[src/hw/rtl/sit_pkg.sv]
// Shared types and constants for the segment intersection test core.
`default_nettype none

package sit_pkg;

    localparam int CoordWidthDefault = 16;
    localparam int CoordWidthMin     = 8;
    localparam int CoordWidthMax     = 31;

    // Sign of an orientation cross product.
    typedef enum logic [1:0] {
        ORIENT_ZERO = 2'b00,
        ORIENT_POS  = 2'b01,
        ORIENT_NEG  = 2'b10
    } orient_t;

endpackage

`default_nettype wire

[src/hw/rtl/sit_orient.sv]
// Two-stage orientation unit: sign of (q - p) x (r - p).
`default_nettype none

module sit_orient #(
    parameter int COORD_WIDTH = sit_pkg::CoordWidthDefault
) (
    input  wire logic                          aclk,
    input  wire logic                          en,
    input  wire logic signed [COORD_WIDTH-1:0] px,
    input  wire logic signed [COORD_WIDTH-1:0] py,
    input  wire logic signed [COORD_WIDTH-1:0] qx,
    input  wire logic signed [COORD_WIDTH-1:0] qy,
    input  wire logic signed [COORD_WIDTH-1:0] rx,
    input  wire logic signed [COORD_WIDTH-1:0] ry,
    output sit_pkg::orient_t                   orient
);
    import sit_pkg::*;

    localparam int DiffWidth = COORD_WIDTH + 1;
    localparam int ProdWidth = 2 * DiffWidth;

    logic signed [DiffWidth-1:0] dqx_reg, dqy_reg, drx_reg, dry_reg;
    logic signed [DiffWidth-1:0] dqx_next, dqy_next, drx_next, dry_next;
    logic signed [ProdWidth-1:0] lhs_reg, rhs_reg;
    logic signed [ProdWidth-1:0] lhs_next, rhs_next;

    always_comb begin
        dqx_next = DiffWidth'(qx) - DiffWidth'(px);
        dqy_next = DiffWidth'(qy) - DiffWidth'(py);
        drx_next = DiffWidth'(rx) - DiffWidth'(px);
        dry_next = DiffWidth'(ry) - DiffWidth'(py);
        lhs_next = ProdWidth'(dqx_reg) * ProdWidth'(dry_reg);
        rhs_next = ProdWidth'(dqy_reg) * ProdWidth'(drx_reg);
    end

    always_ff @(posedge aclk) begin
        if (en) begin
            dqx_reg <= dqx_next;
            dqy_reg <= dqy_next;
            drx_reg <= drx_next;
            dry_reg <= dry_next;
            lhs_reg <= lhs_next;
            rhs_reg <= rhs_next;
        end
    end

    always_comb begin
        priority if (lhs_reg > rhs_reg) begin
            orient = ORIENT_POS;
        end else if (lhs_reg < rhs_reg) begin
            orient = ORIENT_NEG;
        end else begin
            orient = ORIENT_ZERO;
        end
    end

endmodule

`default_nettype wire

[config.mk]
export PLATFORM = sky130hd
export DESIGN_NAME = sit_orient
export DESIGN_NICKNAME = d
export VERILOG_FILES = /design/src/hw/rtl/sit_pkg.sv /design/src/hw/rtl/sit_orient.sv
export SDC_FILE = /design/constraint.sdc
export NUM_CORES = 2
export LEC_CHECK = 0
export ABC_AREA = 1
export BUFFER_PORTS_ARGS = -buffer_cell sky130_fd_sc_hd__buf_4
export CAP_MARGIN = 20
export CORE_ASPECT_RATIO = 0.9
export CORE_MARGIN = 1
export CORE_UTILIZATION = 65
export DETAILED_ROUTE_END_ITERATION = 10
export PLACE_DENSITY_LB_ADDON = 0.2
export SLEW_MARGIN = 20
export SYNTH_ARGS = -nofsm -noshare
export SYNTH_HDL_FRONTEND = slang
export SYNTH_SLANG_ARGS = --single-unit
[constraint.sdc]
create_clock -name aclk -period 8.35 [get_ports aclk]
set_input_delay 0 -clock aclk [delete_from_list [all_inputs] [get_ports aclk]]
set_output_delay 0 -clock aclk [all_outputs]
set_load 0.02 [all_outputs]
==> run_summary.xml <==
<?xml version="1.0" encoding="UTF-8"?>
<metrics>
  <group name="placement">
    <metric name="dp.cells" unit="">4380</metric>
    <metric name="numPortBuffers" unit="">99</metric>
    <metric name="dp_hpwl" unit="um">65130</metric>
    <metric name="gp_congestion" unit="">0.9965</metric>
  </group>
  <group name="logic_synthesis">
    <metric name="prevailing_post_synth_register_cell" unit="">sky130_fd_sc_hd__edfxtp_1</metric>
    <metric name="synth_area" unit="um2">31250</metric>
    <metric name="syn-num-nets" unit="">4760</metric>
    <metric name="synthesis.yosys.warnings" unit="">0</metric>
    <metric name="post_synth.cell_area_avg" unit="um2">8.228</metric>
    <metric name="synth.cells.most_frequent" unit="">sky130_fd_sc_hd__inv_1 (1103), sky130_fd_sc_hd__nand2_1 (914), sky130_fd_sc_hd__fa_1 (596), sky130_fd_sc_hd__ha_1 (268), sky130_fd_sc_hd__edfxtp_1 (136)</metric>
    <metric name="synth_seq_area_share" unit="">0.1307</metric>
    <metric name="synth_area_leaders" unit="">sky130_fd_sc_hd__fa_1 (38%), sky130_fd_sc_hd__inv_1 (13%), sky130_fd_sc_hd__edfxtp_1 (13%)</metric>
    <metric name="synth_cell_type_count" unit="">43</metric>
    <metric name="synthArstFlopShare" unit="">0</metric>
    <metric name="cell_type_with_the_largest_total_area_after_synthesis" unit="">sky130_fd_sc_hd__fa_1</metric>
    <metric name="synth.ff_latch_count" unit="">136</metric>
    <metric name="synth_enable_flop_cells" unit="">136</metric>
    <metric name="synth_largest_type_area_fraction" unit="">0.3818</metric>
    <metric name="synth_most_common_cell" unit="">sky130_fd_sc_hd__inv_1</metric>
    <metric name="post_synth_inst_count" unit="">3798</metric>
  </group>
  <group name="sta">
    <metric name="timing.clock.skew" unit="ps">19.67</metric>
    <metric name="period_needed" unit="ps">6481</metric>
    <metric name="unrepaired_setup_endpoints_after_global_routing" unit="">no</metric>
    <metric name="max_slew_margin" unit="">0.3093</metric>
    <metric name="finalSetupViolations" unit="">0</metric>
    <metric name="hold_viol" unit="">0</metric>
    <metric name="setup-tns-final" unit="ps">0</metric>
    <metric name="tightest_slew" unit="ps">1036</metric>
    <metric name="post-route-period-util" unit="">0.7761</metric>
    <metric name="final_max_slew_viol_count" unit="">0</metric>
    <metric name="max_freq" unit="MHz">154.3</metric>
  </group>
  <group name="worst_setup_path">
    <metric name="maximum_cell_stage_delay_along_the_critical_path" unit="ps">920</metric>
    <metric name="cp.required" unit="ps">8570</metric>
    <metric name="timing_worst_setup_path_type" unit="">flop to flop</metric>
    <metric name="endpoint_kind" unit="">flop</metric>
    <metric name="cp_max_fo" unit="">17</metric>
    <metric name="kind_of_start_point_of_the_critical_path" unit="">flop</metric>
    <metric name="cp_cell_sequence" unit="">nand2_1 -&gt; inv_1 -&gt; fa_1 -&gt; fa_1 -&gt; fa_1 -&gt; fa_1 -&gt; fa_1 -&gt; fa_1 -&gt; ha_1 -&gt; nand2_1 -&gt; nor2_1 -&gt; nand2_1 -&gt; nor4_1 -&gt; nand2_1 -&gt; nand4_1 -&gt; nand2_1</metric>
    <metric name="crit_top_cell" unit="">sky130_fd_sc_hd__fa_1</metric>
    <metric name="crit_arrival" unit="ps">6700</metric>
    <metric name="cpLargestDelayFamily" unit="">adder cells</metric>
    <metric name="worstPathBufferInverterCount" unit="">1</metric>
    <metric name="timing.critical_path.slowest_stage_cell" unit="">sky130_fd_sc_hd__fa_1</metric>
  </group>
  <group name="finish">
    <metric name="multi_input_logic_area" unit="um2">22520</metric>
    <metric name="areaGrowthSynthToFinish" unit="%">5.325</metric>
    <metric name="fill_cells" unit="">3853</metric>
    <metric name="num-nets-final" unit="">4752</metric>
    <metric name="ant_diodes" unit="">0</metric>
    <metric name="seqCellArea" unit="um2">4084</metric>
    <metric name="share_of_post_route_cells_with_drive_strength_above_1" unit="">0.04734</metric>
    <metric name="post_layout_nonfiller_instances" unit="">4418</metric>
  </group>
  <group name="route">
    <metric name="drt_first_iter_violations" unit="">1938</metric>
    <metric name="routed_vias_inst" unit="">5.280</metric>
    <metric name="postRouteWirelength" unit="um">76370</metric>
    <metric name="routedWlPerCell" unit="um">17.29</metric>
    <metric name="drtAntennaViolNets" unit="">0</metric>
    <metric name="routed-via-count" unit="">23330</metric>
    <metric name="residual_drc" unit="">0</metric>
    <metric name="drt_pre_antenna_iters" unit="">5</metric>
  </group>
  <group name="grt">
    <metric name="grt_pass1_vias" unit="">24800</metric>
    <metric name="antenna_violations_before_repair" unit="">1</metric>
    <metric name="global_route.usage.total" unit="">0.3346</metric>
    <metric name="grt_max_degree" unit="">75</metric>
    <metric name="first_pass_grt_wire_length" unit="um">125800</metric>
    <metric name="grt_overflow_total" unit="">0</metric>
  </group>
  <group name="cts">
    <metric name="clkLatencyLatePin" unit="ps">480</metric>
    <metric name="cts.sink_count" unit="">136</metric>
    <metric name="cts_root_buf" unit="">sky130_fd_sc_hd__clkbuf_16</metric>
    <metric name="clk_transition_reported_paths" unit="ps">60</metric>
    <metric name="cts_inserted_buffers" unit="">17</metric>
    <metric name="count_of_h_tree_levels_built_during_cts" unit="">4</metric>
    <metric name="setup_fix_buffers_added_after_clock_tree_synthesis" unit="">0</metric>
    <metric name="post_cts_resize_count" unit="">0</metric>
    <metric name="cts_tree" unit="">built</metric>
    <metric name="clock_tree.buffer_depth" unit="">2</metric>
  </group>
  <group name="floorplan">
    <metric name="core_region_area" unit="um2">47010</metric>
    <metric name="io-pin-count" unit="">100</metric>
    <metric name="placement_rows" unit="">75</metric>
    <metric name="die_span_y" unit="um">210.0</metric>
    <metric name="initial_utilization" unit="">0.6647</metric>
    <metric name="die_width" unit="um">233.1</metric>
    <metric name="die_area" unit="um2">48960</metric>
  </group>
  <group name="hold_path">
    <metric name="holdCritPathClass" unit="">input pin to flop</metric>
  </group>
  <group name="outcome">
    <metric name="run_status" unit="">finished clean</metric>
  </group>
  <group name="flow_run">
    <metric name="max-cap-violations" unit="">0</metric>
  </group>
</metrics>
cell usage in the layout, fill, tap and decap left out, drive strengths merged, types with 21 or more instances in the layout:
master / n
a21oi: 129
buf: 100
edfxtp: 136
fa: 596
ha: 268
inv: 1108
nand2: 921
nand3: 89
nor2: 136
nor3: 21
o21ai: 57
xnor2: 27
xor2: 80
worst reg2reg max path, cell delays in order (launching register included):
cell,delay [ps]
sky130_fd_sc_hd__edfxtp_1,860
sky130_fd_sc_hd__nand2_1,220
sky130_fd_sc_hd__inv_1,180
sky130_fd_sc_hd__fa_1,550
sky130_fd_sc_hd__fa_1,920
sky130_fd_sc_hd__fa_1,550
sky130_fd_sc_hd__fa_1,580
sky130_fd_sc_hd__fa_1,430
sky130_fd_sc_hd__fa_1,460
sky130_fd_sc_hd__ha_1,440
sky130_fd_sc_hd__nand2_1,150
sky130_fd_sc_hd__nor2_1,290
sky130_fd_sc_hd__nand2_1,90
sky130_fd_sc_hd__nor4_1,260
sky130_fd_sc_hd__nand2_1,120
sky130_fd_sc_hd__nand4_1,80
sky130_fd_sc_hd__nand2_1,60
timing repair:
action | in CTS | in global routing
endpoints found under the hold margin | 9 | 0
hold buffers | 7 | 0
setup endpoints to repair | 0 | 0
metal layers:
| layer | wire [um] | vias to the layer above | track usage |
|---|---|---|---|
| li1 | - | 11020 | - |
| met1 | 31930 | 11070 | 0.4655 |
| met2 | 34670 | 1114 | 0.5246 |
| met3 | 7903 | 121 | 0.08063 |
| met4 | 1855 | 2 | 0.09579 |
| met5 | 13 | - | 0 |
cell families after synthesis:
logic type                 count (synthesis)  share of synthesized area
AOI/OAI and AO/OA                        242                    0.04552
xor gates and xnor gates                 107                    0.02999
adders and majority gates                864                     0.4891
buffers and inverters                   1239                     0.1488
DFF                                      136                     0.1307
and+or+nand+nor                         1210                     0.1559
final cells by class:
| type | count | area share |
|---|---|---|
| multi-input cells | 2423 | 0.6841 |
| inverters | 1105 | 0.1260 |
| flip-flops and latches | 136 | 0.1241 |
| repair buffers | 107 | 0.02494 |
| well taps | 616 | 0.02342 |
| clock buffers | 18 | 0.01304 |
| clock inverters | 13 | 0.004448 |
worst paths after layout:
check             depth (start not counted)                     to  slack [ps]            startpoint
hold / removal                            4   dqx_reg[0]$_DFFE_PP_          40                 qx[0]
hold reg to reg                           2   lhs_reg[0]$_DFFE_PP_        1130  dry_reg[0]$_DFFE_PP_
setup reg to reg                         16  lhs_reg[30]$_DFFE_PP_        1870  dry_reg[2]$_DFFE_PP_
setup / recovery                         16  lhs_reg[30]$_DFFE_PP_        1870  dry_reg[2]$_DFFE_PP_
through the flow:
stage,utilization,hold slack [ps],instance area (um2),worst slack (ps)
after floorplan,-,112.5,31250,2695
final,0.7001,36.01,32910,1869
after detailed placement,0.6864,458.1,32270,1975
after CTS,0.7001,12.29,32910,1956
after global placement,0.6864,456.0,32270,2088
after global routing,0.7001,36.05,32910,1590
Power is left out: the tool's default activity adds up to more than one toggle a clock period on the data nets, which glitch-free logic cannot reach.
